--- src/rtl/core/per_source_count_aggregator_defines.svh ---
// Assertion macros shared by the aggregator RTL.
`ifndef PER_SOURCE_COUNT_AGGREGATOR_DEFINES_SVH
`define PER_SOURCE_COUNT_AGGREGATOR_DEFINES_SVH

// Check a condition at every clock edge outside reset.
`define PSCA_ASSERT_ALWAYS(label, cond, msg) \
    label: assert property (@(posedge clk) disable iff (!rst_n) (cond)) else $error(msg);

// Check an implication in the same cycle.
`define PSCA_ASSERT_SAME(label, ante, cons, msg) \
    label: assert property (@(posedge clk) disable iff (!rst_n) (ante) |-> (cons)) else $error(msg);

// Check an implication in the next cycle.
`define PSCA_ASSERT_NEXT(label, ante, cons, msg) \
    label: assert property (@(posedge clk) disable iff (!rst_n) (ante) |=> (cons)) else $error(msg);

`endif

--- src/rtl/core/psca_pkg.sv ---
// Shared types and constants for the per-source count aggregator.
package psca_pkg;

    localparam int OPCODE_W = 2;
    localparam int MAC_W    = 48;
    localparam int COUNT_W  = 24;
    localparam int THR_W    = 16;
    localparam int INDEX_W  = 4;
    localparam int STATUS_W = 2;
    localparam int SLOT_W   = 4;
    localparam int DELTA_W  = 25;
    localparam int SUM_W    = 32;
    localparam int USED_W   = 5;
    localparam int ALU_W    = 34;

    localparam logic [OPCODE_W-1:0] OP_REPORT = 2'd0;
    localparam logic [OPCODE_W-1:0] OP_CLEAR  = 2'd1;
    localparam logic [OPCODE_W-1:0] OP_READ   = 2'd2;

    localparam logic [STATUS_W-1:0] ST_OK         = 2'd0;
    localparam logic [STATUS_W-1:0] ST_FULL       = 2'd1;
    localparam logic [STATUS_W-1:0] ST_RANGE      = 2'd2;
    localparam logic [STATUS_W-1:0] ST_NOT_MASTER = 2'd3;

    localparam logic signed [ALU_W-1:0] SUM_MAX = 34'sh0_FFFF_FFFF;

    typedef struct packed {
        logic sub;
        logic clamp;
    } alu_op_t;

    typedef struct packed {
        logic key_we;
        logic cnt_we;
    } tbl_wr_t;

endpackage

--- src/rtl/core/psca_alu.sv ---
// Shared add/subtract unit with optional clamp to the unsigned 32-bit range.
module psca_alu (
    input  psca_pkg::alu_op_t                  op,
    input  logic signed [psca_pkg::ALU_W-1:0]  a,
    input  logic signed [psca_pkg::ALU_W-1:0]  b,
    output logic signed [psca_pkg::ALU_W-1:0]  y
);
    import psca_pkg::*;

    logic signed [ALU_W-1:0] raw;

    always_comb
    begin
        raw = op.sub ? (a - b) : (a + b);
        y   = raw;
        if (op.clamp)
        begin
            if (raw < 0)
            begin
                y = '0;
            end
            else if (raw > SUM_MAX)
            begin
                y = SUM_MAX;
            end
        end
    end

endmodule

--- src/rtl/core/psca_table.sv ---
// Slot table memories: address with threshold, and stored count.
module psca_table #(
    parameter int SLOT_COUNT = 16
) (
    input  logic                              clk,
    input  psca_pkg::tbl_wr_t                 wr,
    input  logic [$clog2(SLOT_COUNT)-1:0]     wr_addr,
    input  logic [psca_pkg::MAC_W-1:0]        wr_mac,
    input  logic [psca_pkg::THR_W-1:0]        wr_thr,
    input  logic [psca_pkg::COUNT_W-1:0]      wr_cnt,
    input  logic [$clog2(SLOT_COUNT)-1:0]     rd_addr,
    output logic [psca_pkg::MAC_W-1:0]        rd_mac,
    output logic [psca_pkg::THR_W-1:0]        rd_thr,
    output logic [psca_pkg::COUNT_W-1:0]      rd_cnt
);
    import psca_pkg::*;

    logic [MAC_W+THR_W-1:0] key_mem [SLOT_COUNT];
    logic [COUNT_W-1:0]     cnt_mem [SLOT_COUNT];
    logic [MAC_W+THR_W-1:0] key_rdata_reg;
    logic [COUNT_W-1:0]     cnt_rdata_reg;

    always_ff @(posedge clk)
    begin
        if (wr.key_we)
        begin
            key_mem[wr_addr] <= {wr_mac, wr_thr};
        end
        key_rdata_reg <= key_mem[rd_addr];
    end

    always_ff @(posedge clk)
    begin
        if (wr.cnt_we)
        begin
            cnt_mem[wr_addr] <= wr_cnt;
        end
        cnt_rdata_reg <= cnt_mem[rd_addr];
    end

    assign rd_mac = key_rdata_reg[MAC_W+THR_W-1:THR_W];
    assign rd_thr = key_rdata_reg[THR_W-1:0];
    assign rd_cnt = cnt_rdata_reg;

endmodule

--- src/rtl/core/per_source_count_aggregator.sv ---
// Top level: sequencer, sums and result register of the per-source count aggregator.
//
// Channel  Dir  Handshake              Word
// in       in   in_valid / in_ready    opcode, source_mac, reported_count, ...
// out      out  out_valid / out_ready  status, slot, is_new, count_delta, ...
// cfg      in   cfg_we                 cfg_wdata (master mode)
//
// A report scans the used slots up to a match, or all of them for a new address,
// then reads the count, forms the delta and updates both sums; on a full table it
// ends after the scan. A clear walks every slot; a read fetches the entry.
// The address scan reads one slot a cycle, the clear writes one count a cycle.
// One word in flight; the next word is taken while a result waits in the
// output register, and a waiting result holds the sequencer in its last step.
`include "per_source_count_aggregator_defines.svh"

module per_source_count_aggregator #(
    parameter int SLOT_COUNT = 16
) (
    input  logic                               clk,
    input  logic                               rst_n,
    input  logic                               cfg_we,
    input  logic                               cfg_wdata,
    input  logic                               in_valid,
    output logic                               in_ready,
    input  logic [psca_pkg::OPCODE_W-1:0]      opcode,
    input  logic [psca_pkg::MAC_W-1:0]         source_mac,
    input  logic [psca_pkg::COUNT_W-1:0]       reported_count,
    input  logic [psca_pkg::THR_W-1:0]         reported_threshold,
    input  logic [psca_pkg::INDEX_W-1:0]       entry_index,
    output logic                               out_valid,
    input  logic                               out_ready,
    output logic [psca_pkg::STATUS_W-1:0]      status,
    output logic [psca_pkg::SLOT_W-1:0]        slot,
    output logic                               is_new,
    output logic signed [psca_pkg::DELTA_W-1:0] count_delta,
    output logic [psca_pkg::SUM_W-1:0]         total_count,
    output logic [psca_pkg::SUM_W-1:0]         present_count,
    output logic [psca_pkg::USED_W-1:0]        slots_used,
    output logic [psca_pkg::MAC_W-1:0]         entry_mac,
    output logic [psca_pkg::COUNT_W-1:0]       entry_count,
    output logic [psca_pkg::THR_W-1:0]         entry_threshold,
    output logic                               entry_valid
);
    import psca_pkg::*;

    localparam int IDX_W = $clog2(SLOT_COUNT);
    localparam int CNT_W = $clog2(SLOT_COUNT + 1);
    localparam int CMP_W = CNT_W + INDEX_W;

    localparam logic [3:0] S_IDLE     = 4'd0;
    localparam logic [3:0] S_DECODE   = 4'd1;
    localparam logic [3:0] S_SCAN     = 4'd2;
    localparam logic [3:0] S_CNT_RD   = 4'd3;
    localparam logic [3:0] S_DELTA    = 4'd4;
    localparam logic [3:0] S_TOTAL    = 4'd5;
    localparam logic [3:0] S_PRESENT  = 4'd6;
    localparam logic [3:0] S_CLEAR    = 4'd7;
    localparam logic [3:0] S_ENTRY_RD = 4'd8;
    localparam logic [3:0] S_DONE     = 4'd9;

    logic [3:0]               state_reg;
    logic [3:0]               state_next;
    logic                     master_reg;
    logic [CNT_W-1:0]         used_reg;
    logic [SUM_W-1:0]         total_reg;
    logic [SUM_W-1:0]         present_reg;
    logic                     out_valid_reg;

    logic [OPCODE_W-1:0]      op_reg;
    logic [MAC_W-1:0]         mac_reg;
    logic [COUNT_W-1:0]       rcount_reg;
    logic [THR_W-1:0]         rthr_reg;
    logic [INDEX_W-1:0]       idx_reg;
    logic [CNT_W-1:0]         scan_idx_reg;
    logic                     check_valid_reg;
    logic [IDX_W-1:0]         check_idx_reg;
    logic [IDX_W-1:0]         found_reg;
    logic                     is_new_reg;
    logic signed [DELTA_W-1:0] delta_reg;
    logic [STATUS_W-1:0]      res_status_reg;
    logic                     entry_ok_reg;

    logic [STATUS_W-1:0]      out_status_reg;
    logic [SLOT_W-1:0]        out_slot_reg;
    logic                     out_is_new_reg;
    logic signed [DELTA_W-1:0] out_delta_reg;
    logic [SUM_W-1:0]         out_total_reg;
    logic [SUM_W-1:0]         out_present_reg;
    logic [USED_W-1:0]        out_used_reg;
    logic [MAC_W-1:0]         out_mac_reg;
    logic [COUNT_W-1:0]       out_count_reg;
    logic [THR_W-1:0]         out_thr_reg;
    logic                     out_entry_valid_reg;

    logic                     issue;
    logic                     hit;
    logic                     scan_end;
    logic                     table_full;
    logic                     idx_in_range;
    logic                     clr_last;
    logic                     out_free;

    tbl_wr_t                  tbl_wr;
    logic [IDX_W-1:0]         tbl_wr_addr;
    logic [COUNT_W-1:0]       tbl_wr_cnt;
    logic [IDX_W-1:0]         tbl_rd_addr;
    logic [MAC_W-1:0]         tbl_rd_mac;
    logic [THR_W-1:0]         tbl_rd_thr;
    logic [COUNT_W-1:0]       tbl_rd_cnt;

    alu_op_t                  alu_op;
    logic signed [ALU_W-1:0]  alu_a;
    logic signed [ALU_W-1:0]  alu_b;
    logic signed [ALU_W-1:0]  alu_y;

    psca_table #(
        .SLOT_COUNT (SLOT_COUNT)
    ) u_table (
        .clk     (clk),
        .wr      (tbl_wr),
        .wr_addr (tbl_wr_addr),
        .wr_mac  (mac_reg),
        .wr_thr  (rthr_reg),
        .wr_cnt  (tbl_wr_cnt),
        .rd_addr (tbl_rd_addr),
        .rd_mac  (tbl_rd_mac),
        .rd_thr  (tbl_rd_thr),
        .rd_cnt  (tbl_rd_cnt)
    );

    psca_alu u_alu (
        .op (alu_op),
        .a  (alu_a),
        .b  (alu_b),
        .y  (alu_y)
    );

    assign in_ready     = (state_reg == S_IDLE);
    assign issue        = (scan_idx_reg < used_reg);
    assign hit          = check_valid_reg && (tbl_rd_mac == mac_reg);
    assign scan_end     = !issue && !check_valid_reg;
    assign table_full   = (used_reg == CNT_W'(SLOT_COUNT));
    assign idx_in_range = (CMP_W'(idx_reg) < CMP_W'(used_reg));
    assign clr_last     = (scan_idx_reg == CNT_W'(SLOT_COUNT - 1));
    assign out_free     = !out_valid_reg || out_ready;

    always_comb
    begin
        state_next = state_reg;
        unique case (state_reg)
            S_IDLE:
            begin
                if (in_valid)
                begin
                    state_next = S_DECODE;
                end
            end
            S_DECODE:
            begin
                unique case (op_reg)
                    OP_REPORT: state_next = master_reg ? S_SCAN : S_DONE;
                    OP_CLEAR:  state_next = S_CLEAR;
                    OP_READ:   state_next = idx_in_range ? S_ENTRY_RD : S_DONE;
                    default:   state_next = S_DONE;
                endcase
            end
            S_SCAN:
            begin
                if (hit)
                begin
                    state_next = S_CNT_RD;
                end
                else if (scan_end)
                begin
                    state_next = table_full ? S_DONE : S_CNT_RD;
                end
            end
            S_CNT_RD:   state_next = S_DELTA;
            S_DELTA:    state_next = S_TOTAL;
            S_TOTAL:    state_next = S_PRESENT;
            S_PRESENT:  state_next = S_DONE;
            S_CLEAR:    state_next = clr_last ? S_DONE : S_CLEAR;
            S_ENTRY_RD: state_next = S_DONE;
            S_DONE:
            begin
                if (out_free)
                begin
                    state_next = S_IDLE;
                end
            end
            default:    state_next = S_IDLE;
        endcase
    end

    always_comb
    begin
        tbl_wr      = '0;
        tbl_wr_addr = found_reg;
        tbl_wr_cnt  = rcount_reg;
        if (state_reg == S_DELTA)
        begin
            tbl_wr.key_we = 1'b1;
            tbl_wr.cnt_we = 1'b1;
        end
        else if (state_reg == S_CLEAR)
        begin
            tbl_wr.cnt_we = 1'b1;
            tbl_wr_addr   = scan_idx_reg[IDX_W-1:0];
            tbl_wr_cnt    = '0;
        end
    end

    always_comb
    begin
        if (state_reg == S_SCAN)
        begin
            tbl_rd_addr = scan_idx_reg[IDX_W-1:0];
        end
        else if (state_reg == S_CNT_RD)
        begin
            tbl_rd_addr = found_reg;
        end
        else
        begin
            tbl_rd_addr = IDX_W'(idx_reg);
        end
    end

    always_comb
    begin
        alu_op = '0;
        alu_a  = '0;
        alu_b  = '0;
        if (state_reg == S_DELTA)
        begin
            alu_op.sub = 1'b1;
            alu_a      = ALU_W'(rcount_reg);
            alu_b      = is_new_reg ? '0 : ALU_W'(tbl_rd_cnt);
        end
        else if (state_reg == S_TOTAL)
        begin
            alu_op.clamp = 1'b1;
            alu_a        = ALU_W'(total_reg);
            alu_b        = ALU_W'(delta_reg);
        end
        else if (state_reg == S_PRESENT)
        begin
            alu_op.clamp = 1'b1;
            alu_a        = ALU_W'(present_reg);
            alu_b        = ALU_W'(delta_reg);
        end
    end

    always_ff @(posedge clk or negedge rst_n)
    begin
        if (!rst_n)
        begin
            state_reg     <= S_IDLE;
            master_reg    <= 1'b1;
            used_reg      <= '0;
            total_reg     <= '0;
            present_reg   <= '0;
            out_valid_reg <= 1'b0;
        end
        else
        begin
            state_reg <= state_next;
            if (cfg_we)
            begin
                master_reg <= cfg_wdata;
            end
            if (state_reg == S_SCAN && !hit && scan_end && !table_full)
            begin
                used_reg <= used_reg + 1'b1;
            end
            if (state_reg == S_TOTAL)
            begin
                total_reg <= alu_y[SUM_W-1:0];
            end
            if (state_reg == S_PRESENT)
            begin
                present_reg <= alu_y[SUM_W-1:0];
            end
            if (state_reg == S_DONE && out_free)
            begin
                out_valid_reg <= 1'b1;
            end
            else if (out_ready)
            begin
                out_valid_reg <= 1'b0;
            end
        end
    end

    always_ff @(posedge clk)
    begin
        unique case (state_reg)
            S_IDLE:
            begin
                if (in_valid)
                begin
                    op_reg     <= opcode;
                    mac_reg    <= source_mac;
                    rcount_reg <= reported_count;
                    rthr_reg   <= reported_threshold;
                    idx_reg    <= entry_index;
                end
            end
            S_DECODE:
            begin
                scan_idx_reg    <= '0;
                check_valid_reg <= 1'b0;
                check_idx_reg   <= '0;
                found_reg       <= '0;
                is_new_reg      <= 1'b0;
                delta_reg       <= '0;
                entry_ok_reg    <= (op_reg == OP_READ) && idx_in_range;
                if (op_reg == OP_REPORT && !master_reg)
                begin
                    res_status_reg <= ST_NOT_MASTER;
                end
                else if (op_reg == OP_READ && !idx_in_range)
                begin
                    res_status_reg <= ST_RANGE;
                end
                else
                begin
                    res_status_reg <= ST_OK;
                end
            end
            S_SCAN:
            begin
                if (hit)
                begin
                    found_reg <= check_idx_reg;
                end
                else if (scan_end)
                begin
                    if (table_full)
                    begin
                        res_status_reg <= ST_FULL;
                    end
                    else
                    begin
                        found_reg  <= used_reg[IDX_W-1:0];
                        is_new_reg <= 1'b1;
                    end
                end
                else
                begin
                    check_valid_reg <= issue;
                    check_idx_reg   <= scan_idx_reg[IDX_W-1:0];
                    if (issue)
                    begin
                        scan_idx_reg <= scan_idx_reg + 1'b1;
                    end
                end
            end
            S_DELTA:
            begin
                delta_reg <= alu_y[DELTA_W-1:0];
            end
            S_CLEAR:
            begin
                scan_idx_reg <= scan_idx_reg + 1'b1;
            end
            S_DONE:
            begin
                if (out_free)
                begin
                    out_status_reg      <= res_status_reg;
                    out_slot_reg        <= SLOT_W'(found_reg);
                    out_is_new_reg      <= is_new_reg;
                    out_delta_reg       <= delta_reg;
                    out_total_reg       <= total_reg;
                    out_present_reg     <= present_reg;
                    out_used_reg        <= USED_W'(used_reg);
                    out_mac_reg         <= entry_ok_reg ? tbl_rd_mac : '0;
                    out_count_reg       <= entry_ok_reg ? tbl_rd_cnt : '0;
                    out_thr_reg         <= entry_ok_reg ? tbl_rd_thr : '0;
                    out_entry_valid_reg <= entry_ok_reg;
                end
            end
            default:
            begin
            end
        endcase
    end

    assign out_valid       = out_valid_reg;
    assign status          = out_status_reg;
    assign slot            = out_slot_reg;
    assign is_new          = out_is_new_reg;
    assign count_delta     = out_delta_reg;
    assign total_count     = out_total_reg;
    assign present_count   = out_present_reg;
    assign slots_used      = out_used_reg;
    assign entry_mac       = out_mac_reg;
    assign entry_count     = out_count_reg;
    assign entry_threshold = out_thr_reg;
    assign entry_valid     = out_entry_valid_reg;

    `PSCA_ASSERT_ALWAYS(a_used_bound, used_reg <= CNT_W'(SLOT_COUNT), "slot count past table size")
    `PSCA_ASSERT_SAME(a_used_step, !$stable(used_reg), used_reg == CNT_W'($past(used_reg) + 1'b1), "slot count moved by other than one")
    `PSCA_ASSERT_NEXT(a_total_hold, state_reg != S_TOTAL, $stable(total_reg), "total changed outside its update step")
    `PSCA_ASSERT_SAME(a_hit_in_use, state_reg == S_SCAN && check_valid_reg, CNT_W'(check_idx_reg) < used_reg, "scan compared an unallocated slot")

endmodule
--- config.mk ---
export PLATFORM = sky130hd
export DESIGN_NAME = per_source_count_aggregator
export DESIGN_NICKNAME = d
export VERILOG_FILES = /design/src/rtl/core/psca_pkg.sv /design/src/rtl/core/psca_alu.sv /design/src/rtl/core/psca_table.sv /design/src/rtl/core/per_source_count_aggregator.sv
export VERILOG_INCLUDE_DIRS = /design/src /design/src/rtl/core
export SDC_FILE = /design/constraint.sdc
export NUM_CORES = 2
export LEC_CHECK = 0
export ABC_AREA = 1
export BUFFER_PORTS_ARGS = -buffer_cell sky130_fd_sc_hd__buf_2
export CELL_PAD_IN_SITES_DETAIL_PLACEMENT = 0
export CELL_PAD_IN_SITES_GLOBAL_PLACEMENT = 1
export CORE_MARGIN = 2
export CORE_UTILIZATION = 55
export CTS_CLUSTER_DIAMETER = 80
export DETAILED_ROUTE_END_ITERATION = 8
export PLACE_DENSITY = 0.82
export SYNTH_ARGS = -nofsm -noshare
export SYNTH_HDL_FRONTEND = slang
export SYNTH_SLANG_ARGS = --single-unit
--- constraint.sdc ---
create_clock -name clk -period 14.1 [get_ports clk]
set_clock_uncertainty 0.2 [all_clocks]
set_input_delay 0.705 -clock clk [delete_from_list [all_inputs] [get_ports clk]]
set_output_delay 0.705 -clock clk [all_outputs]
set_load 0.01 [all_outputs]
==> results.toml <==
[yosys]
synth_cell_types = 52
synth_async_reset_ratio_pct = 3.95
ys_seq_elements = 1898
synth_top_area_cell = "sky130_fd_sc_hd__edfxtp_1"
synth.top_cells.by_area = "sky130_fd_sc_hd__edfxtp_1 67%, sky130_fd_sc_hd__inv_1 4.6%, sky130_fd_sc_hd__nand2_1 4.4%"
syn_inst = 6439
synth.yosys.seq_area_share_pct = 71.8
syn-num-nets = 6584
synth.yosys.warnings = 0
post_synth_instance_area_sq_um = 77600
syn_area_per_cell_sq_um = 12.1
synth_top_area_share_pct = 67.1
synth-edff-count = 1735
synth_top_flop_cell = "sky130_fd_sc_hd__edfxtp_1"

[drt]
detail_route.first_pass.iterations = 6
wl_per_cell_um = 21.4
routed-via-count = 49100
routed_wl_um = 188000
routed_via_density = 5.59
1st_iter_drt_viols = 5122
antenna_left = 0
remaining_drc_errors = 0

[global_route]
grt_pass1_wl_um = 284000
via_count_of_the_first_global_routing_pass = 46200
antenna_found_initial = 1
maximum_number_of_pins_on_one_net_before_global_route_repair = 270
gr-usage-all-layers_pct = 25.9
overflow = 0

[critical_path]
cpMostUsedCell = "sky130_fd_sc_hd__nand2_1"
reg2reg_setup_slack_ns = 8.12
crit_path_buffers_inverters = 6
timing.critical_path.from_type = "flip-flop"
cpMaxStageDelayCell = "sky130_fd_sc_hd__nand3_2"
critical_path_required_ns = 14.58
cpLargestDelayFamily = "simple AND/OR/NAND/NOR gates"
critPathMaxStageDelay_ns = 0.57
startpoint = "state_reg[2]"
critical_path.reg2reg.endpoint = "delta_reg[20]"
critical_path_cell_count = 33
timing.setup.critical_path_class = "reg -> reg"
timing.critical_path.to_type = "flip-flop"
crit_end = "delta_reg[20]"
r2r-start = "state_reg[2]"
critPathMaxFanout = 44
worst-endpoint-arrival_ns = 6.46
worstRegToRegCells = 33

[finish]
most-common-layout-cells = "1735 x sky130_fd_sc_hd__edfxtp_1, 957 x sky130_fd_sc_hd__inv_1, 919 x sky130_fd_sc_hd__nand2_1, 665 x sky130_fd_sc_hd__nand3_1, 409 x sky130_fd_sc_hd__a21oi_1"
diodes = 0
most_frequent_standard_cell_in_the_layout_excluding_fill_and_tap_cells = "sky130_fd_sc_hd__edfxtp_1"
layout_overhead_on_the_synthesized_area_pct = 13.3
final_cells = 8773
largest_reg_flops = 1024
share_of_layout_cells_above_drive_strength_1_pct = 10.8
finish.net_count = 6880

[floorplan]
fp.dieArea_sq_um = 144000
fp-row-count = 137
placeableCoreArea_sq_um = 140000
die_h_um = 380
number_of_primary_i_o_pins = 292
start_util_pct = 55.6
chipWidth_um = 380

[pwr]
clock_share_of_power_pct = 25.4
total_leakage_power_uw = 0.0343
cellInternalPower_uw = 12100
vdd_drop_max_mv = 0.268
power_density_nw_per_um2 = 223
p_sw_share_pct = 38.4
comb_power_share_pct = 35.4
p_switching_uw = 7530
p_seq_share_pct = 39.2

[placement]
place_hpwl_um = 103000
place.gp.congestion = 0.900
port_buffers = 291
placed_cells_incl_taps = 8322

[sta]
timing.final.max_slew_violations = 0
min_period_over_period_pct = 42.4
pin_slew_with_the_least_headroom_to_its_limit_ns = 1.21
maxSlewHeadroom_pct = 19.2
setup_viol = 0
unrepaired_setup_endpoints_after_global_routing = "no"
fin_setup_tns_ns = 0
hold_viol_final = 0
fmax_mhz = 167
timing.final.crit_period_ns = 5.98

[clock_network]
clk_pin_slew_worst_paths_ns = 0.06
cts.sink_count = 1898
root_buf_cell = "sky130_fd_sc_hd__clkbuf_16"
ctsHtreeMaxLevel = 4
cts-buffers-inserted = 189
postCtsSetupRepairBufs = 0
cts_hold_buffers = 98
cts-resized-gates = 0
tritoncts_clock_tree = "built"
clock_latency_ns = 0.83
cts_max_path_bufs = 3

[outcome]
run_status = "finished clean"

[hold_path]
hp-start = "total_reg[1]"
min_path_type = "reg -> reg"

[job]
maxCapViolCount = 0
-- cells by family (layout without fill, tap and decap cells) --
group / Yosys count / after routing / synth area share (%)
simple gates: 1861 / 1861 / 10.5
compound gates: 1225 / 1225 / 9.33
buf+inv: 1331 / 1789 / 6.74
mux: 3 / 3 / 0.0387
fa+ha+maj: 45 / 45 / 0.735
flops: 1898 / 1898 / 71.8
xor+xnor: 76 / 76 / 0.858
-- power groups by stage --
stage	Sequential, uW	Combinational [uW]	Clock [uW]
after floorplan	7600	5010	0
after global placement	7780	6760	0
after detailed placement	7790	6840	0
after CTS	7680	6910	5060
after global routing	7740	7750	5280
final	7680	6940	4980
-- layer usage --
layer  global-route usage (%)  up-vias  share of wire [%]
li1                         -    23100                  -
met1                     37.9    23800                 44
met2                     40.8     1817                 47
met3                     3.67      297                7.1
met4                     7.16        0                2.4
met5                        0        -                  0
-- synthesized netlist by cell type, drive strengths merged (74+ instances only) --
cell / instances
edfxtp: 1735
dfrtp: 74
buf: 200
inv: 972
dfxtp: 88
o211ai: 354
nand3: 676
o21ai: 395
clkbuf: 155
nand2: 930
nor2: 200
a21oi: 409
-- cell type report --
type,instances,area (sq um)
Fill cell,10700,51800
Sequential cell,1898,55700
Clock buffer,270,5350
Clock inverter,83,905
Inverter,976,3680
Tap cell,1876,2350
Timing Repair Buffer,460,3040
Multi-Input combinational cell,3210,16800
-- how the worst min path moves through the flow --
stage                                 end  cells after the start  slack, ns
after floorplan                 status[0]                      0       0.20
after global placement    count_delta[24]                      0       0.23
after detailed placement        status[1]                      0       0.23
after CTS                    state_reg[0]                      7       0.17
after global routing       total_count[1]                      0       0.25
final                      total_count[1]                      0       0.24
-- stage by stage --
step | cell area [sq um] | utilization, % | power (uW) | hold WS, ns | worst slack, ns
detailed placement | 80700 | 57.7 | 14600 | 0.233 | 8.16
global placement | 80700 | 57.7 | 14500 | 0.234 | 8.24
CTS | 87900 | 62.9 | 19600 | 0.170 | 8.12
finish | 87900 | 62.9 | 19600 | 0.237 | 8.12
global route | 87900 | 62.9 | 20800 | 0.249 | 7.51
floorplan | 77600 | - | 12600 | 0.200 | 4.42
Power figures use the tool's default switching activity.
